==> config.mk <==
export PLATFORM = sky130hd
export DESIGN_NAME = rcrg_front
export DESIGN_NICKNAME = d
export VERILOG_FILES = /design/src/design/rcrg_pkg.sv /design/src/design/rcrg_front.sv
export SDC_FILE = /design/constraint.sdc
export NUM_CORES = 2
export LEC_CHECK = 0
export BUFFER_PORTS_ARGS = -buffer_cell sky130_fd_sc_hd__clkbuf_2
export CELL_PAD_IN_SITES_DETAIL_PLACEMENT = 1
export CELL_PAD_IN_SITES_GLOBAL_PLACEMENT = 1
export CORE_MARGIN = 4
export CORE_UTILIZATION = 50
export DETAILED_ROUTE_END_ITERATION = 10
export PLACE_DENSITY = 0.9
export SYNTH_ARGS = -nofsm -noshare
export SYNTH_HDL_FRONTEND = slang
export SYNTH_SLANG_ARGS = --single-unit
==> constraint.sdc <==
create_clock -name clk -period 18.5 [get_ports clk]
set_clock_uncertainty 0.05 [all_clocks]
set_input_delay 3.7 -clock clk [delete_from_list [all_inputs] [get_ports clk]]
set_output_delay 3.7 -clock clk [all_outputs]
set_load 0.1 [all_outputs]
==> src/design/rcrg_pkg.sv <==
// ----------------------------------------------------------------------------
// Rotor constraint row generator package
// Widths, codes, payload types and constant tables shared by all modules.
// ----------------------------------------------------------------------------
`timescale 1ns / 1ps

package rcrg_pkg;

	localparam int MAX_SIDES    = 32;
	localparam int ROTOR_COUNT  = 6;
	localparam int CORDIC_STEPS = 16;
	localparam int JOBQ_DEPTH   = 2;

	localparam int SIDES_W = 6;
	localparam int ROTOR_W = 3;
	localparam int KIND_W  = 3;
	localparam int ANG_W   = 16;
	localparam int COEF_W  = 16;
	localparam int THR_W   = 23;
	localparam int U_W     = 24;
	localparam int STEP_W  = 15;
	localparam int IDX_W   = 3;
	localparam int DATA_W  = 23;
	localparam int PON_W   = 29;
	localparam int PH_W    = 33;
	localparam int XY_W    = 34;
	localparam int ITER_W  = $clog2(CORDIC_STEPS);

	localparam logic [IDX_W-1:0] REG_SIDES    = 3'd0;
	localparam logic [IDX_W-1:0] REG_THR_MAX  = 3'd1;
	localparam logic [IDX_W-1:0] REG_TILT_MIN = 3'd2;
	localparam logic [IDX_W-1:0] REG_TILT_MAX = 3'd3;
	localparam logic [IDX_W-1:0] REG_STEP     = 3'd4;
	localparam logic [IDX_W-1:0] REG_THR_OFF  = 3'd5;

	localparam logic [KIND_W-1:0] KIND_FACET   = 3'd0;
	localparam logic [KIND_W-1:0] KIND_TILT_LO = 3'd1;
	localparam logic [KIND_W-1:0] KIND_TILT_HI = 3'd2;
	localparam logic [KIND_W-1:0] KIND_RATE_HI = 3'd3;
	localparam logic [KIND_W-1:0] KIND_RATE_LO = 3'd4;

	localparam logic signed [PH_W-1:0] PI_Q28      = 33'sd843314857;
	localparam logic signed [PH_W-1:0] HALF_PI_Q28 = 33'sd421657428;
	localparam logic signed [PH_W-1:0] TWO_PI_Q28  = 33'sd1686629714;
	localparam logic signed [XY_W-1:0] GAIN_Q30    = 34'sd652032874;
	localparam logic [STEP_W-1:0]      MIN_HALF    = 15'd71;

	localparam int PI_I = 843314857;

	localparam int PON [0:MAX_SIDES] = '{
		0, 0, 0,
		(PI_I + 1) / 3,   (PI_I + 2) / 4,   (PI_I + 2) / 5,   (PI_I + 3) / 6,
		(PI_I + 3) / 7,   (PI_I + 4) / 8,   (PI_I + 4) / 9,   (PI_I + 5) / 10,
		(PI_I + 5) / 11,  (PI_I + 6) / 12,  (PI_I + 6) / 13,  (PI_I + 7) / 14,
		(PI_I + 7) / 15,  (PI_I + 8) / 16,  (PI_I + 8) / 17,  (PI_I + 9) / 18,
		(PI_I + 9) / 19,  (PI_I + 10) / 20, (PI_I + 10) / 21, (PI_I + 11) / 22,
		(PI_I + 11) / 23, (PI_I + 12) / 24, (PI_I + 12) / 25, (PI_I + 13) / 26,
		(PI_I + 13) / 27, (PI_I + 14) / 28, (PI_I + 14) / 29, (PI_I + 15) / 30,
		(PI_I + 15) / 31, (PI_I + 16) / 32
	};

	typedef struct packed {
		logic [ROTOR_W-1:0]       rotor_index;
		logic signed [U_W-1:0]    prev_thrust_x;
		logic signed [U_W-1:0]    prev_thrust_z;
		logic signed [ANG_W-1:0]  prev_tilt_angle;
		logic                     tilt_held;
	} in_t;

	typedef struct packed {
		logic [ROTOR_W-1:0]       row_rotor;
		logic [KIND_W-1:0]        row_kind;
		logic signed [COEF_W-1:0] coef_x;
		logic signed [COEF_W-1:0] coef_z;
		logic [THR_W-1:0]         row_bound;
		logic                     last_row;
	} out_t;

	typedef struct packed {
		logic [SIDES_W-1:0]       polygon_sides;
		logic [THR_W-1:0]         thrust_max;
		logic signed [ANG_W-1:0]  tilt_min_angle;
		logic signed [ANG_W-1:0]  tilt_max_angle;
		logic [STEP_W-1:0]        tilt_step_limit;
		logic [THR_W-1:0]         thrust_off;
	} cfg_t;

	typedef struct packed {
		logic [ROTOR_W-1:0]       rotor;
		logic signed [ANG_W-1:0]  lo;
		logic signed [ANG_W-1:0]  hi;
	} job_t;

	function automatic logic [PON_W-1:0] atan_step(input logic [ITER_W-1:0] i);
		logic [PON_W-1:0] r;
		case (i)
			0: r = 29'd210828714;
			1: r = 29'd124459457;
			2: r = 29'd65760959;
			3: r = 29'd33381290;
			4: r = 29'd16755422;
			5: r = 29'd8385879;
			6: r = 29'd4193963;
			7: r = 29'd2097109;
			8: r = 29'd1048571;
			9: r = 29'd524287;
			default: r = 29'd1 << (5'd28 - 5'(i));
		endcase
		return r;
	endfunction

	function automatic logic signed [COEF_W-1:0] to_q14(input logic signed [XY_W-1:0] v);
		logic [XY_W-1:0] mag;
		logic [XY_W-1:0] r;
		logic [COEF_W-1:0] c;
		mag = v[XY_W-1] ? XY_W'(-v) : XY_W'(v);
		r = (mag + XY_W'(32768)) >> 16;
		if (r > XY_W'(16384)) begin
			r = XY_W'(16384);
		end
		c = r[COEF_W-1:0];
		return v[XY_W-1] ? $signed(-c) : $signed(c);
	endfunction

	function automatic logic signed [PH_W-1:0] q13_to_q28(input logic signed [ANG_W-1:0] a);
		return $signed({{2{a[ANG_W-1]}}, a, 15'd0});
	endfunction

endpackage

==> src/design/rcrg_front.sv <==
// ----------------------------------------------------------------------------
// Rotor constraint row generator front end
// Takes an input word, checks the thrust magnitude and forms the rate window.
// ----------------------------------------------------------------------------
`timescale 1ns / 1ps

module rcrg_front import rcrg_pkg::*; (
	input  logic clk,
	input  logic arst_n,
	input  cfg_t cfg,
	input  logic push,
	input  in_t  in_word,
	output logic full,
	output logic job_push,
	output job_t job,
	input  logic job_full
);

	typedef enum logic [1:0] {F_IDLE, F_SQ, F_CMP, F_PUSH} fstate_t;

	fstate_t state_q;
	in_t in_q;
	logic signed [2*U_W-1:0] sqx_q, sqz_q;
	logic [2*THR_W-1:0] off2_q;
	logic [STEP_W-1:0] half_q;
	logic [2*U_W:0] mag2;
	logic thr_low;
	logic [STEP_W-1:0] half_raw;
	logic signed [ANG_W:0] lo_w, hi_w;
	logic valid_rotor;

	assign full = (state_q != F_IDLE);
	assign mag2 = {1'b0, sqx_q} + {1'b0, sqz_q};
	assign thr_low = mag2 <= (2*U_W+1)'(off2_q);
	assign half_raw = (in_q.tilt_held || thr_low) ? '0 : cfg.tilt_step_limit;
	assign valid_rotor = in_q.rotor_index < ROTOR_W'(ROTOR_COUNT);

	always_comb begin
		lo_w = $signed({in_q.prev_tilt_angle[ANG_W-1], in_q.prev_tilt_angle})
			- $signed({2'b0, half_q});
		hi_w = $signed({in_q.prev_tilt_angle[ANG_W-1], in_q.prev_tilt_angle})
			+ $signed({2'b0, half_q});
		job.rotor = in_q.rotor_index;
		if (lo_w < $signed({cfg.tilt_min_angle[ANG_W-1], cfg.tilt_min_angle})) begin
			job.lo = cfg.tilt_min_angle;
		end else begin
			job.lo = lo_w[ANG_W-1:0];
		end
		if (hi_w > $signed({cfg.tilt_max_angle[ANG_W-1], cfg.tilt_max_angle})) begin
			job.hi = cfg.tilt_max_angle;
		end else begin
			job.hi = hi_w[ANG_W-1:0];
		end
	end

	assign job_push = (state_q == F_PUSH) && valid_rotor && !job_full;

	always_ff @(posedge clk or negedge arst_n) begin
		if (!arst_n) begin
			state_q <= F_IDLE;
		end else begin
			case (state_q)
				F_IDLE: begin
					if (push) begin
						in_q <= in_word;
						state_q <= F_SQ;
					end
				end
				F_SQ: begin
					sqx_q <= in_q.prev_thrust_x * in_q.prev_thrust_x;
					sqz_q <= in_q.prev_thrust_z * in_q.prev_thrust_z;
					off2_q <= cfg.thrust_off * cfg.thrust_off;
					state_q <= F_CMP;
				end
				F_CMP: begin
					half_q <= (half_raw < MIN_HALF) ? MIN_HALF : half_raw;
					state_q <= F_PUSH;
				end
				F_PUSH: begin
					if (!valid_rotor || !job_full) begin
						state_q <= F_IDLE;
					end
				end
				default: state_q <= F_IDLE;
			endcase
		end
	end

endmodule

-- After elaboration in Yosys (flattened, before gate mapping)
Cells that the tools add are included.
- register bits after elaboration: 227
- bits of input ports: 171
- output and inout port bits: 37
- word-level logic and storage cells: 44
- add/sub/neg operators: 3
- $mul: 3
- magnitude comparators: 5
- equal/unequal tests: 5
- muxes and demuxes: 6
- reduce and logical (&&, ||, !) cells: 12
- operator list (cell ; number):
    24-bit by 24-bit multiplier with 48-bit output ; 2
    48-bit by 48-bit adder with 49-bit output ; 1
    49-bit by 46-bit less-or-equal comparator with 1-bit output ; 1
    23-bit by 23-bit multiplier with 46-bit output ; 1
    16-bit two-way mux ; 2
    16-bit by 16-bit adder with 17-bit output ; 1
    17-bit by 16-bit > comparator with 1-bit output ; 1
    17-bit by 16-bit less-than comparator with 1-bit output ; 1
    16-bit by 16-bit subtractor with 17-bit output ; 1
    15-bit by 7-bit less-than comparator with 1-bit output, second input constant ; 1
    15-bit two-way mux ; 1
    2-bit one-hot mux with 4 select lines ; 1
    2-bit AND reduction ; 3
    2-bit equality test, second input constant ; 2
    2-bit two-way mux ; 2
    3-bit less-than comparator, second input constant ; 1
    3-bit AND reduction ; 1
    2-bit by 1-bit equality test with 1-bit output, second input constant ; 1
    1-bit logical AND ; 2
    1-bit logical NOT ; 2
    2-bit logical NOT ; 1
    1-bit logical OR ; 2
    2-bit by 1-bit inequality test with 1-bit output, second input constant ; 1
    2-bit inequality test, second input constant ; 1
    2-bit nonzero test ; 1

-- Logic depth before layout (Yosys ltp)
- depth in word-level cells: 5
- mapped depth: 29
- gate-level depth less buffers: 27

-- Worst setup path before layout
OpenSTA, ideal clock, no wires.
- kind: input -> output
- start: input cfg[44] in the netlist's numbering
- end: output job[0] in the netlist's numbering
- data arrival time: 7.303 ns
- data required time: 14.750 ns
- path slack: 7.447 ns
- stages: 13
- path buffers: 2
- cells stage by stage: inv_1 > ha_1 > a21o_1 > a21o_1 > a21oi_1 > o21ai_0 > a21oi_1 > o21ai_0 > a31oi_1 > o22a_1 > clkbuf_1 > buf_1 > mux2i_1
- RTL lines (item ; RTL line ; source):
    from (decl) ; rcrg_front.sv:10 ; input cfg_t cfg,
    to (decl) ; rcrg_front.sv:15 ; output job_t job,

-- Worst setup path in the final report
- start: input cfg[9] in the netlist's numbering
- end: register off2_q[42], data pin
- word-level cells in the longest chain between the ends: 1
- ends and longest elaborated chain (item ; RTL line ; source):
    23-bit by 23-bit multiplier with 46-bit output ; rcrg_front.sv:72 ; off2_q <= cfg.thrust_off * cfg.thrust_off;
    to (signal assigned) ; rcrg_front.sv:72 ;
    to (decl) ; rcrg_front.sv:24 ; logic [2*THR_W-1:0] off2_q;
Every way passes these cells.
A chain may end at the register's enable or synchronous reset.

==> impl_results.md <==
* Root Driver: clkbuf_16
* Status: complete, no violations
* Die width at 370.6 um
* Worst Hold End: state_q[0]
* WHS Path Cells at 1
* IO Pins at 208
* Largest net degree at the start of global routing at 82
* Final setup fails at 0
* Final TNS setup at 0 ns
* H-tree depth at 1
* CTS tree: built
* Yosys synthesis warning count at 0
* Area grow syn2layout at 5.646%
* Slew of the pin with the lowest slew margin at 1.390 ns
* Die height at 370.6 um
* Clock latency on the worst-skew pair at 0.67 ns
* Synth Area per Inst at 9.808 um^2
* Hpwl dp at 172400 um
* Yosys reg bits at 224
* Worst rel slew slack at 0.07356
* Post-synth EDFFs at 222
* Maximum clock frequency at 0.08479 GHz
* Commonest non-fill, non-tap cells in the layout: 1947 x inv_1, 1498 x fa_1, 625 x ha_1, 567 x nand2_1, 303 x and2_1
* Worst Path Arrival at 12.12 ns
* Pre-CTS setup slack at 6.386 ns
* Hold Crit Class: reg -> reg
* Fin. max-slew vios at 0
* Nets at 9084
* Post-CTS resize count at 0
* Number of DRC markers in iteration 0 at 3205
* Post-synth top flop: edfxtp_1
* Row count at 132
* Final ANT Viol Nets at 0
* Commonest non-fill, non-tap cell in the layout: inv_1
* Setup ws final at 6.706 ns
* Number of port buffers at 178
* Sequential area share after synthesis at 0.1021
* GRT Total Usage at 0.3120
* Fin. Hold Viols at 0
* DRC at 0
* Std-Cell Core Area at 130100 um^2
* Reg clk slew, reported paths at 0.06 ns
* Initial antenna violation count at 3
* CP endpoint kind: flop
* Max-Cap Viols at 0
* Die area at 137400 um^2
* DR WL/cell at 24.56 um
* Placed cell area at 68530 um^2
* Final Routed Wirelength at 210100 um
* Global-route wire length before repair at 330600 um
* Final instance area at 69460 um^2
* Hold buffers post-CTS at 0
* Sink Count at 224
* Cells after Synth at 6704
* CTS buffer count at 31
* Longest Clk Path Bufs at 3
* Vias at 48730
* R2R depth at 22
* Hold path start: state_q[0]
* RSZ-0062 raised after global routing: no
* Global route total overflow at 0
* Final Critical Period at 11.79 ns
* Ant. Diodes at 0
* Startpoint Class: primary input
* Share of cells above drive strength 1 at 0.04919
* Reg-to-reg slack, setup at 9.17 ns
* Number of global-route vias before repair at 60210
* Final GP Congestion at 0.8811
* Starting density of the core at 0.5052
* Setup Fix Bufs, Post-CTS at 0
* Syn_nets at 8998
* Yosys cell types at 92
* Crit Path Class: in -> reg
* Routed vias/inst at 5.698
* Worst-path fanout max at 21
* CP required at 18.83 ns
* Reg2reg end: sqz_q[44]
* Asr flop ratio synth at 0.008929
* Final worst path period share at 0.6375
* Pre-Repair DR Iteration Count at 6
* Reg-to-Reg Start: in_q[24]
* Synth Cell Area at 65750 um^2
[cells in the mapped netlist, types with 25 or more instances]
cell      number  area [um^2]
nand2_1      567         2128
nand2b_1      40        250.2
o21ai_1       29        145.1
xnor2_1      174         1524
clkbuf_1     168        630.6
nor2b_1       58        362.9
nand3_1       35        175.2
o21ai_0       75        375.4
xor2_1        65        569.3
a21o_1       119        893.4
mux2_2        27        304.0
ha_1         625         7820
inv_1       1947         7308
a21oi_1      187        935.9
nand4_1       34        212.7
o21a_1        25        187.7
nor2_1       163        611.8
and2_1       304         1902
fa_1        1498        29990
nor3_1        40        200.2
o21bai_1      42        315.3
edfxtp_1     222         6666
[critical path: stages]
cell and delay, ns:
clkbuf_2 0.56, inv_1 0.41, nor2_1 0.31, fa_1 0.50, fa_1 0.53, fa_1 0.51, fa_1 0.48, fa_1 0.57
fa_1 0.45, fa_1 0.49, ha_1 0.39, o21ai_0 0.37, a21oi_1 0.16, a211oi_1 0.70, a311o_1 0.43, a211oi_1 0.22
o41a_1 0.43, o41a_1 0.40, a21o_1 0.21, a21oi_1 0.19, xnor2_1 0.08
[final cells by class]
| cell class | instances | area (um^2) |
|---|---|---|
| Multi-Input combinational cell | 4359 | 51070 |
| Fill cell | 14700 | 60680 |
| Timing Repair Buffer | 226 | 1251 |
| Clock buffer | 36 | 794.5 |
| Sequential cell | 224 | 6716 |
| Inverter | 1948 | 7312 |
| Clock inverter | 18 | 143.9 |
| Tap cell | 1742 | 2180 |
[registers in the layout, summed over array words and instances, names as in the netlist]
name / flops
sqx_q: 47
in_q: 65
job: 3
sqz_q: 47
state_q: 2
half_q: 15
off2_q: 45
[logic make-up (layout without fill, tap and decap cells)]
kind of cell,after synthesis,after routing,share of synthesized area
xor+xnor,240,240,0.03208
fa+ha+maj,2123,2123,0.5750
mux,42,42,0.007041
simple gates,1316,1316,0.09764
compound gates,638,638,0.06476
buf+inv,2121,2228,0.1213
flops,224,224,0.1021
[worst max path at each step]
stage / startpoint / end / slack (ns) / depth (start not counted)
final: cfg[9] / off2_q[42] / 6.71 / 21
after CTS: cfg[9] / off2_q[42] / 6.99 / 21
after global placement: cfg[8] / off2_q[42] / 6.98 / 25
after global routing: cfg[9] / off2_q[42] / 6.70 / 21
after floorplan: cfg[44] / job[0] / 7.45 / 13
after detailed placement: cfg[9] / off2_q[42] / 6.39 / 21
[metrics by stage]
step | utilization | cells | hold WS [ns]
finish | 0.5337 | 8553 | 0.5458
CTS | 0.5337 | 8553 | 0.5435
detailed placement | 0.5265 | 8499 | 0.5301
floorplan | - | 6704 | 0.4754
global placement | 0.5265 | 8499 | 0.5050
global route | 0.5337 | 8553 | 0.5669
[metal layers]
layer,GRT usage,wire length [um]
met5,0,38
met4,0.1934,16060
met3,0.04638,12590
met2,0.5773,110500
met1,0.3328,70890
Power is left out: the tool's default activity adds up to more than one toggle a clock period on the data nets, which glitch-free logic cannot reach.
