**config.mk**
```make
export PLATFORM = sky130hd
export DESIGN_NAME = rcrg_back
export DESIGN_NICKNAME = d
export VERILOG_FILES = /design/src/design/rcrg_pkg.sv /design/src/design/rcrg_back.sv
export SDC_FILE = /design/constraint.sdc
export NUM_CORES = 2
export LEC_CHECK = 0
export ABC_AREA = 1
export BUFFER_PORTS_ARGS = -buffer_cell sky130_fd_sc_hd__buf_2
export CORE_ASPECT_RATIO = 0.9
export CORE_MARGIN = 4
export CORE_UTILIZATION = 40
export CTS_CLUSTER_DIAMETER = 60
export CTS_CLUSTER_SIZE = 20
export DETAILED_ROUTE_END_ITERATION = 7
export HOLD_SLACK_MARGIN = 0.1
export PLACE_DENSITY_LB_ADDON = 0.08
export SLEW_MARGIN = 15
export SYNTH_ARGS = -nofsm -noshare
export SYNTH_HDL_FRONTEND = slang
export SYNTH_SLANG_ARGS = --single-unit
```
**constraint.sdc**
```tcl
create_clock -name clk -period 20.1 [get_ports clk]
set_input_delay 4.02 -clock clk [delete_from_list [all_inputs] [get_ports clk]]
set_output_delay 4.02 -clock clk [all_outputs]
set_load 0.02 [all_outputs]
```
**src/design/rcrg_pkg.sv**
```systemverilog
// ----------------------------------------------------------------------------
// Rotor constraint row generator package
// Widths, codes, payload types and constant tables shared by all modules.
// ----------------------------------------------------------------------------
`timescale 1ns / 1ps

package rcrg_pkg;

	localparam int MAX_SIDES    = 32;
	localparam int ROTOR_COUNT  = 6;
	localparam int CORDIC_STEPS = 16;
	localparam int JOBQ_DEPTH   = 2;

	localparam int SIDES_W = 6;
	localparam int ROTOR_W = 3;
	localparam int KIND_W  = 3;
	localparam int ANG_W   = 16;
	localparam int COEF_W  = 16;
	localparam int THR_W   = 23;
	localparam int U_W     = 24;
	localparam int STEP_W  = 15;
	localparam int IDX_W   = 3;
	localparam int DATA_W  = 23;
	localparam int PON_W   = 29;
	localparam int PH_W    = 33;
	localparam int XY_W    = 34;
	localparam int ITER_W  = $clog2(CORDIC_STEPS);

	localparam logic [IDX_W-1:0] REG_SIDES    = 3'd0;
	localparam logic [IDX_W-1:0] REG_THR_MAX  = 3'd1;
	localparam logic [IDX_W-1:0] REG_TILT_MIN = 3'd2;
	localparam logic [IDX_W-1:0] REG_TILT_MAX = 3'd3;
	localparam logic [IDX_W-1:0] REG_STEP     = 3'd4;
	localparam logic [IDX_W-1:0] REG_THR_OFF  = 3'd5;

	localparam logic [KIND_W-1:0] KIND_FACET   = 3'd0;
	localparam logic [KIND_W-1:0] KIND_TILT_LO = 3'd1;
	localparam logic [KIND_W-1:0] KIND_TILT_HI = 3'd2;
	localparam logic [KIND_W-1:0] KIND_RATE_HI = 3'd3;
	localparam logic [KIND_W-1:0] KIND_RATE_LO = 3'd4;

	localparam logic signed [PH_W-1:0] PI_Q28      = 33'sd843314857;
	localparam logic signed [PH_W-1:0] HALF_PI_Q28 = 33'sd421657428;
	localparam logic signed [PH_W-1:0] TWO_PI_Q28  = 33'sd1686629714;
	localparam logic signed [XY_W-1:0] GAIN_Q30    = 34'sd652032874;
	localparam logic [STEP_W-1:0]      MIN_HALF    = 15'd71;

	localparam int PI_I = 843314857;

	localparam int PON [0:MAX_SIDES] = '{
		0, 0, 0,
		(PI_I + 1) / 3,   (PI_I + 2) / 4,   (PI_I + 2) / 5,   (PI_I + 3) / 6,
		(PI_I + 3) / 7,   (PI_I + 4) / 8,   (PI_I + 4) / 9,   (PI_I + 5) / 10,
		(PI_I + 5) / 11,  (PI_I + 6) / 12,  (PI_I + 6) / 13,  (PI_I + 7) / 14,
		(PI_I + 7) / 15,  (PI_I + 8) / 16,  (PI_I + 8) / 17,  (PI_I + 9) / 18,
		(PI_I + 9) / 19,  (PI_I + 10) / 20, (PI_I + 10) / 21, (PI_I + 11) / 22,
		(PI_I + 11) / 23, (PI_I + 12) / 24, (PI_I + 12) / 25, (PI_I + 13) / 26,
		(PI_I + 13) / 27, (PI_I + 14) / 28, (PI_I + 14) / 29, (PI_I + 15) / 30,
		(PI_I + 15) / 31, (PI_I + 16) / 32
	};

	typedef struct packed {
		logic [ROTOR_W-1:0]       rotor_index;
		logic signed [U_W-1:0]    prev_thrust_x;
		logic signed [U_W-1:0]    prev_thrust_z;
		logic signed [ANG_W-1:0]  prev_tilt_angle;
		logic                     tilt_held;
	} in_t;

	typedef struct packed {
		logic [ROTOR_W-1:0]       row_rotor;
		logic [KIND_W-1:0]        row_kind;
		logic signed [COEF_W-1:0] coef_x;
		logic signed [COEF_W-1:0] coef_z;
		logic [THR_W-1:0]         row_bound;
		logic                     last_row;
	} out_t;

	typedef struct packed {
		logic [SIDES_W-1:0]       polygon_sides;
		logic [THR_W-1:0]         thrust_max;
		logic signed [ANG_W-1:0]  tilt_min_angle;
		logic signed [ANG_W-1:0]  tilt_max_angle;
		logic [STEP_W-1:0]        tilt_step_limit;
		logic [THR_W-1:0]         thrust_off;
	} cfg_t;

	typedef struct packed {
		logic [ROTOR_W-1:0]       rotor;
		logic signed [ANG_W-1:0]  lo;
		logic signed [ANG_W-1:0]  hi;
	} job_t;

	function automatic logic [PON_W-1:0] atan_step(input logic [ITER_W-1:0] i);
		logic [PON_W-1:0] r;
		case (i)
			0: r = 29'd210828714;
			1: r = 29'd124459457;
			2: r = 29'd65760959;
			3: r = 29'd33381290;
			4: r = 29'd16755422;
			5: r = 29'd8385879;
			6: r = 29'd4193963;
			7: r = 29'd2097109;
			8: r = 29'd1048571;
			9: r = 29'd524287;
			default: r = 29'd1 << (5'd28 - 5'(i));
		endcase
		return r;
	endfunction

	function automatic logic signed [COEF_W-1:0] to_q14(input logic signed [XY_W-1:0] v);
		logic [XY_W-1:0] mag;
		logic [XY_W-1:0] r;
		logic [COEF_W-1:0] c;
		mag = v[XY_W-1] ? XY_W'(-v) : XY_W'(v);
		r = (mag + XY_W'(32768)) >> 16;
		if (r > XY_W'(16384)) begin
			r = XY_W'(16384);
		end
		c = r[COEF_W-1:0];
		return v[XY_W-1] ? $signed(-c) : $signed(c);
	endfunction

	function automatic logic signed [PH_W-1:0] q13_to_q28(input logic signed [ANG_W-1:0] a);
		return $signed({{2{a[ANG_W-1]}}, a, 15'd0});
	endfunction

endpackage

```
**src/design/rcrg_back.sv**
```systemverilog
// ----------------------------------------------------------------------------
// Rotor constraint row generator row engine
// Runs an iterative CORDIC per row and writes each row to the output register.
// ----------------------------------------------------------------------------
`timescale 1ns / 1ps

module rcrg_back import rcrg_pkg::*; (
	input  logic clk,
	input  logic arst_n,
	input  cfg_t cfg,
	input  logic job_empty,
	input  job_t job,
	output logic job_pop,
	output logic empty,
	input  logic pop,
	output out_t out_word
);

	typedef enum logic [3:0] {
		B_IDLE, B_RED, B_FOLD, B_ITER, B_ROUND, B_MUL, B_BOUND, B_EMIT, B_NEXT
	} bstate_t;

	bstate_t state_q;
	job_t job_q;
	logic phase_cos_q;
	logic [KIND_W-1:0] kind_q;
	logic [SIDES_W-1:0] n_q, facet_q;
	logic [PON_W-1:0] pon_q;
	logic signed [PH_W-1:0] fang_q, ang_q, m_q;
	logic signed [XY_W-1:0] x_q, y_q, cos30_q;
	logic neg_q;
	logic [ITER_W-1:0] iter_q;
	logic signed [COEF_W-1:0] cx_q, cz_q;
	logic [THR_W+31-1:0] prod_q;
	logic [THR_W-1:0] bound_q;
	logic out_valid_q;
	out_t out_q;

	logic [SIDES_W-1:0] n_sat;
	logic signed [PH_W-1:0] m_wrap, m_a, two_pon;
	logic signed [XY_W-1:0] xs, ys, c_fin, s_fin;
	logic [THR_W+32-1:0] bsum;
	logic can_emit;
	logic emit_now;
	out_t row;

	assign empty = !out_valid_q;
	assign out_word = out_q;
	assign job_pop = (state_q == B_IDLE) && !job_empty;
	assign can_emit = !out_valid_q || pop;
	assign emit_now = (state_q == B_EMIT) && can_emit;

	always_comb begin
		if (cfg.polygon_sides < SIDES_W'(3)) begin
			n_sat = SIDES_W'(3);
		end else if (cfg.polygon_sides > SIDES_W'(MAX_SIDES)) begin
			n_sat = SIDES_W'(MAX_SIDES);
		end else begin
			n_sat = cfg.polygon_sides;
		end
		if (ang_q >= TWO_PI_Q28) begin
			m_wrap = ang_q - TWO_PI_Q28;
		end else if (ang_q < 0) begin
			m_wrap = ang_q + TWO_PI_Q28;
		end else begin
			m_wrap = ang_q;
		end
		m_a = (m_q > PI_Q28) ? m_q - TWO_PI_Q28 : m_q;
		two_pon = $signed({3'b0, pon_q, 1'b0});
		xs = x_q >>> iter_q;
		ys = y_q >>> iter_q;
		c_fin = neg_q ? -x_q : x_q;
		s_fin = neg_q ? -y_q : y_q;
		bsum = {1'b0, prod_q} + (THR_W+32)'(64'd1 << 29);
		row.row_rotor = job_q.rotor;
		row.row_kind = kind_q;
		row.row_bound = '0;
		row.last_row = 1'b0;
		case (kind_q)
			KIND_FACET: begin
				row.coef_x = cx_q;
				row.coef_z = cz_q;
				row.row_bound = bound_q;
			end
			KIND_TILT_HI, KIND_RATE_HI: begin
				row.coef_x = cx_q;
				row.coef_z = -cz_q;
			end
			KIND_RATE_LO: begin
				row.coef_x = -cx_q;
				row.coef_z = cz_q;
				row.last_row = 1'b1;
			end
			default: begin
				row.coef_x = -cx_q;
				row.coef_z = cz_q;
			end
		endcase
	end

	always_ff @(posedge clk or negedge arst_n) begin
		if (!arst_n) begin
			state_q <= B_IDLE;
			out_valid_q <= 1'b0;
		end else begin
			if (pop && out_valid_q && !emit_now) begin
				out_valid_q <= 1'b0;
			end
			case (state_q)
				B_IDLE: begin
					if (!job_empty) begin
						job_q <= job;
						n_q <= n_sat;
						pon_q <= PON_W'(PON[n_sat]);
						ang_q <= PH_W'(PON[n_sat]);
						phase_cos_q <= 1'b1;
						state_q <= B_RED;
					end
				end
				B_RED: begin
					m_q <= m_wrap;
					state_q <= B_FOLD;
				end
				B_FOLD: begin
					if (m_a > HALF_PI_Q28) begin
						m_q <= m_a - PI_Q28;
						neg_q <= 1'b1;
					end else if (m_a < -HALF_PI_Q28) begin
						m_q <= m_a + PI_Q28;
						neg_q <= 1'b1;
					end else begin
						m_q <= m_a;
						neg_q <= 1'b0;
					end
					x_q <= GAIN_Q30;
					y_q <= '0;
					iter_q <= '0;
					state_q <= B_ITER;
				end
				B_ITER: begin
					if (!m_q[PH_W-1]) begin
						x_q <= x_q - ys;
						y_q <= y_q + xs;
						m_q <= m_q - $signed({4'b0, atan_step(iter_q)});
					end else begin
						x_q <= x_q + ys;
						y_q <= y_q - xs;
						m_q <= m_q + $signed({4'b0, atan_step(iter_q)});
					end
					if (iter_q == ITER_W'(CORDIC_STEPS - 1)) begin
						state_q <= B_ROUND;
					end else begin
						iter_q <= iter_q + 1'b1;
					end
				end
				B_ROUND: begin
					if (phase_cos_q) begin
						cos30_q <= c_fin;
						state_q <= B_MUL;
					end else begin
						cx_q <= to_q14(c_fin);
						cz_q <= to_q14(s_fin);
						state_q <= B_EMIT;
					end
				end
				B_MUL: begin
					prod_q <= cfg.thrust_max * cos30_q[30:0];
					state_q <= B_BOUND;
				end
				B_BOUND: begin
					bound_q <= bsum[THR_W+30-1:30];
					phase_cos_q <= 1'b0;
					kind_q <= KIND_FACET;
					facet_q <= '0;
					fang_q <= $signed({4'b0, pon_q});
					ang_q <= $signed({4'b0, pon_q});
					state_q <= B_RED;
				end
				B_EMIT: begin
					if (can_emit) begin
						out_q <= row;
						out_valid_q <= 1'b1;
						state_q <= (kind_q == KIND_RATE_LO) ? B_IDLE : B_NEXT;
					end
				end
				B_NEXT: begin
					state_q <= B_RED;
					case (kind_q)
						KIND_FACET: begin
							if (facet_q + 1'b1 < n_q) begin
								facet_q <= facet_q + 1'b1;
								fang_q <= fang_q + two_pon;
								ang_q <= fang_q + two_pon;
							end else begin
								kind_q <= KIND_TILT_LO;
								ang_q <= q13_to_q28(cfg.tilt_min_angle);
							end
						end
						KIND_TILT_LO: begin
							kind_q <= KIND_TILT_HI;
							ang_q <= q13_to_q28(cfg.tilt_max_angle);
						end
						KIND_TILT_HI: begin
							kind_q <= KIND_RATE_HI;
							ang_q <= q13_to_q28(job_q.hi);
						end
						default: begin
							kind_q <= KIND_RATE_LO;
							ang_q <= q13_to_q28(job_q.lo);
						end
					endcase
				end
				default: state_q <= B_IDLE;
			endcase
		end
	end

endmodule

```
Word-level counts from Yosys, hierarchy flattened
Memories as Yosys holds them, arrays and structs flattened.
Index checks and enable logic that the tools add are counted.
- shift operators: 3
- reductions and logical operators: 33
- multiplexer cells: 61
- equality and inequality tests: 29
- $mul: 1
- $add $sub $neg: 26
- $lt $le $gt $ge: 11
- bitwise operators: 3
- operators by type and width (kind ; number):
    33-bit two-way mux ; 10
    33-bit one-hot mux with 3 select lines ; 3
    29-bit one-hot mux with 10 select lines ; 1
    34-bit two-way mux ; 6
    34-bit negator ; 4
    34-bit one-hot mux with 2 select lines ; 2
    16-bit two-way mux ; 8
    29-bit two-way mux ; 4
    34-bit by 16-bit adder with 34-bit output, second input constant ; 2
    34-bit adder ; 2
    34-bit by 4-bit >>> shifter with 34-bit output ; 2
    34-bit subtractor ; 2
    33-bit one-hot mux with 2 select lines ; 1
    33-bit by 32-bit subtractor with 33-bit output, second input constant ; 2
    32-bit two-way mux ; 2
    16-bit negator ; 4
    32-bit one-hot mux with 2 select lines ; 1
    53-bit by 30-bit adder with 53-bit output, second input constant ; 1
    23-bit by 31-bit multiplier with 53-bit output ; 1
    18-bit by 15-bit greater-than comparator with 1-bit output, second input constant ; 2
    33-bit by 30-bit adder with 33-bit output ; 1
    33-bit by 31-bit adder with 33-bit output ; 1
    33-bit by 31-bit adder with 33-bit output, second input constant ; 1
    33-bit by 32-bit adder with 33-bit output, second input constant ; 1
    other kinds (48) ; 103
- input bits: 138
- memories kept: 1
- word-level logic and storage cells: 196
- flip-flop bits (word level): 458
- memory bits (read-only): 2048
- output and inout port bits: 64
- memories (memory ; depth ; width ; rd ports ; clocked after Yosys merged registers in ; write ports ; line ; source):
    (name not given) ; 64 ; 32 ; 1 ; 0 ; 0 ; rcrg_back.sv:115 ; ang_q <= PH_W'(PON[n_sat]);

Longest topological paths before layout
- word-level depth: 11
- depth in mapped cells: 44
- mapped depth without buffers: 41

Worst setup path before layout
No wires, ideal clock.
- path type: in2reg
- start: input port cfg[92] (netlist name)
- end: register prod_q[49] (data pin)
- stages: 27
- setup slack: 9911 ps
- library setup time: 261 ps
- data arrival time: 9928 ps
- buffers on the path: 1
- required time: 19839 ps
- cells stage by stage: clkbuf_1 nand2_1 fa_1 fa_1 inv_1 fa_1 fa_1 fa_1 fa_1 inv_1 fa_1 inv_1 ha_1 a21oi_1 o21ai_0 nand2_1 o211a_1 o21ai_0 a21oi_1 inv_1 a21oi_1 o21bai_1 nand2_1 o211ai_1 nand3_1 nand3_1 xor2_1
- word-level cells in the longest chain between the ends: 1
- ends and longest elaborated chain (what ; line ; source):
    start: declaration ; rcrg_back.sv:10 ; input cfg_t cfg,
    23-bit by 31-bit multiplier with 53-bit output ; rcrg_back.sv:167 ; prod_q <= cfg.thrust_max * cos30_q[30:0];
    end signal: assignment ; rcrg_back.sv:167 ;
    end: declaration ; rcrg_back.sv:34 ; logic [THR_W+31-1:0] prod_q;
No other way between the ends.
A chain may end at the register's enable or synchronous reset.

Final worst setup path
- start: input port cfg[84] (netlist name)
- end: register prod_q[49] (data pin)
The elaborated chain is that of the path after synthesis.

==> impl_metrics.py <==
metrics = {
    "outcome": {
        "status": "completed",
    },
    "timing": {
        "setup-tns-final_ps": 0,
        "min_period_ps": 10760,
        "hold_viol": 0,
        "worst_slew_pin_slew_ps": 1090,
        "fin_crit_sh_pct": 53.5,
        "finClkSkew_ps": 42.0,
        "layout_setup_ws_ps": 9340,
        "slew_headroom_pct": 27.4,
        "hold_ws_ps": 421,
        "setup_viol": 0,
        "rsz0062_at_grt": "no",
        "max_freq_ghz": 0.0929,
        "final_max_slew_viol_count": 0,
    },
    "min_path": {
        "min_path_type": "flip-flop to flip-flop",
        "whs_path_depth": 0,
    },
    "clock_network": {
        "root_buffer": "clkbuf_16",
        "clk_latency_ps": 710,
        "postCtsSetupBuffers": 0,
        "clock_path_buffers": 3,
        "cts_buffers": 59,
        "path_clk_slew_ps": 80,
        "numClockSinks": 429,
        "cts_tree": "done",
        "cts_resized": 0,
        "htree_levels": 2,
        "postCtsHoldBufs": 0,
    },
    "finish": {
        "layout-drive-gt1-share_pct": 7.38,
        "filler_cell_count": 16500,
        "nNetsFinal": 9954,
        "final_cells": 11000,
        "syn_to_final_growth_pct": 7.90,
    },
    "route": {
        "drc_errors": 0,
        "num_vias": 57100,
        "routed_via_density": 5.18,
        "antenna_left": 0,
        "drtIter0Drc": 4050,
        "firstDrtPassIters": 6,
        "wl_um": 201000,
        "wl_per_cell_um": 18.3,
    },
    "placed_design": {
        "dp_hpwl_um": 154000,
        "port_buffers": 163,
        "place.gp.congestion": 0.927,
        "dp_slack_ps": 8670,
        "dp.cells": 10900,
    },
    "yosys": {
        "ys_warn_count": 0,
        "ys_seq_area_share_pct": 20.2,
        "netlist_area_um2": 63700,
        "synthCells": 8867,
        "synthesis.nets": 9958,
        "synth_top_area_cell": "edfxtp_1",
        "synth_edf_count": 424,
        "synth_commonest_cells": "2351 x nand2_1, 1633 x inv_1, 668 x nor2_1, 609 x fa_1, 481 x o21ai_0",
        "synthDistinctLibCells": 78,
        "synth-async-reset-ratio_pct": 1.17,
        "synth_ff_type": "edfxtp_1",
        "synth.area.top_cells": "edfxtp_1 20%, fa_1 19%, nand2_1 14%",
        "synth.most_common_cell": "nand2_1",
        "synth-seq-cells": 429,
        "syn_area_per_cell_um2": 7.19,
        "synth_top_area_share_pct": 20.0,
    },
    "flow_run": {
        "cap_viol_max_count": 0,
    },
    "global_route": {
        "overflow": 0,
        "grt_use_met3_pct": 2.67,
        "met2_usage_pct": 40.1,
        "grt_pass1_wl_um": 321000,
        "antenna_found_initial": 4,
        "grt_pass1_vias": 57200,
        "grt_use_total_pct": 24.0,
        "grt-busiest-layer": "met2",
        "grtUsageMet1_pct": 33.5,
        "grt_max_degree": 71,
    },
    "setup_path": {
        "crit_path_start_kind": "input port",
        "crit_path_end_kind": "flip-flop",
        "critPathMaxStageDelay_ps": 780,
        "required_ps": 20540,
        "r2r_cells": 27,
        "path_max_fanout": 31,
        "crit_type": "input port to flip-flop",
        "path_common_cell": "fa_1",
        "cp.arrival_ps": 11200,
        "crit_family": "adder cells",
        "critPathBufInv": 5,
        "slowest_stage": "buf_2",
        "crit_cells": 27,
    },
    "die": {
        "die_y_um": 387,
        "die_x_um": 429,
        "start_util_pct": 40.4,
        "core_region_area_um2": 158000,
        "rows": 138,
        "pin_count": 202,
        "die_area_um2": 166000,
    },
}
==> placed cells by master (no fill, tap or decap), types with 18 or more instances in the layout <==
cell / count
a21oi_1: 418
xnor2_1: 77
mux2i_1: 51
a31oi_1: 21
nand3b_1: 18
nand2_2: 70
nor3_1: 89
edfxtp_1: 424
o21a_1: 40
nor2_1: 660
inv_2: 52
buf_4: 86
clkbuf_16: 59
nor2_2: 49
nand2_1: 2349
o21ai_1: 69
inv_1: 1632
nor4_1: 26
or2_2: 21
buf_2: 163
o211ai_1: 63
fa_1: 609
nand3_1: 412
o21ai_2: 20
ha_1: 344
xor2_1: 220
nor2_4: 34
nand4_1: 83
o21ai_0: 481
==> kinds of logic after synthesis <==
kind of cell / synth area share (%)
multiplexers: 0.801
buffers and inverters: 12.2
adder cells (fa/ha/maj): 25.9
AND/OR/NAND/NOR: 25.6
AO/OA/AOI/OAI: 11.2
XOR/XNOR: 4.18
flip-flops: 20.2
==> registers in the layout, indices dropped and copies added (netlist names), 23 cells and up <==
register  cells
x_q          34
ang_q        33
pon_q        29
bound_q      23
fang_q       33
job_q        35
prod_q       24
out_word     62
y_q          34
cos30_q      31
m_q          33
==> layer usage <==
layer,up-vias,routed length [um],part of all wire [%]
li1,27900,-,-
met1,27400,93400,46
met2,1465,93000,46
met3,247,10200,5.1
met4,0,4530,2.3
met5,-,0,0
==> worst paths after layout <==
kind	start	to	slack, ps
setup / recovery	cfg[84]	prod_q[49]	9340
hold / removal	job_q[32]	out_word[59]	420
setup reg to reg	cos30_q[19]	prod_q[49]	12560
hold reg to reg	job_q[32]	out_word[59]	420
max in group asynchronous	arst_n	out_valid_q	16680
min in group asynchronous	arst_n	state_q[2]	3190
==> metrics by stage <==
stage	cell area [um^2]	util (%)
after floorplan	63700	-
final	68700	43.6
after global placement	66500	42.1
after CTS	68700	43.6
after detailed placement	66500	42.1
after global routing	68700	43.6
==> layout make-up <==
type	count	area [um^2]	area share, %
antenna	2	5.00	0.00728
inverter	1693	6360	9.25
timing repair buffer	249	1460	2.13
clock buffer	59	1480	2.15
sequential	429	12900	18.7
tap	2100	2630	3.82
multi-input combinational	6431	43200	62.8
clock inverter	53	777	1.13
Power is left out: the tool's default activity adds up to more than one toggle a clock period on the data nets, which glitch-free logic cannot reach.
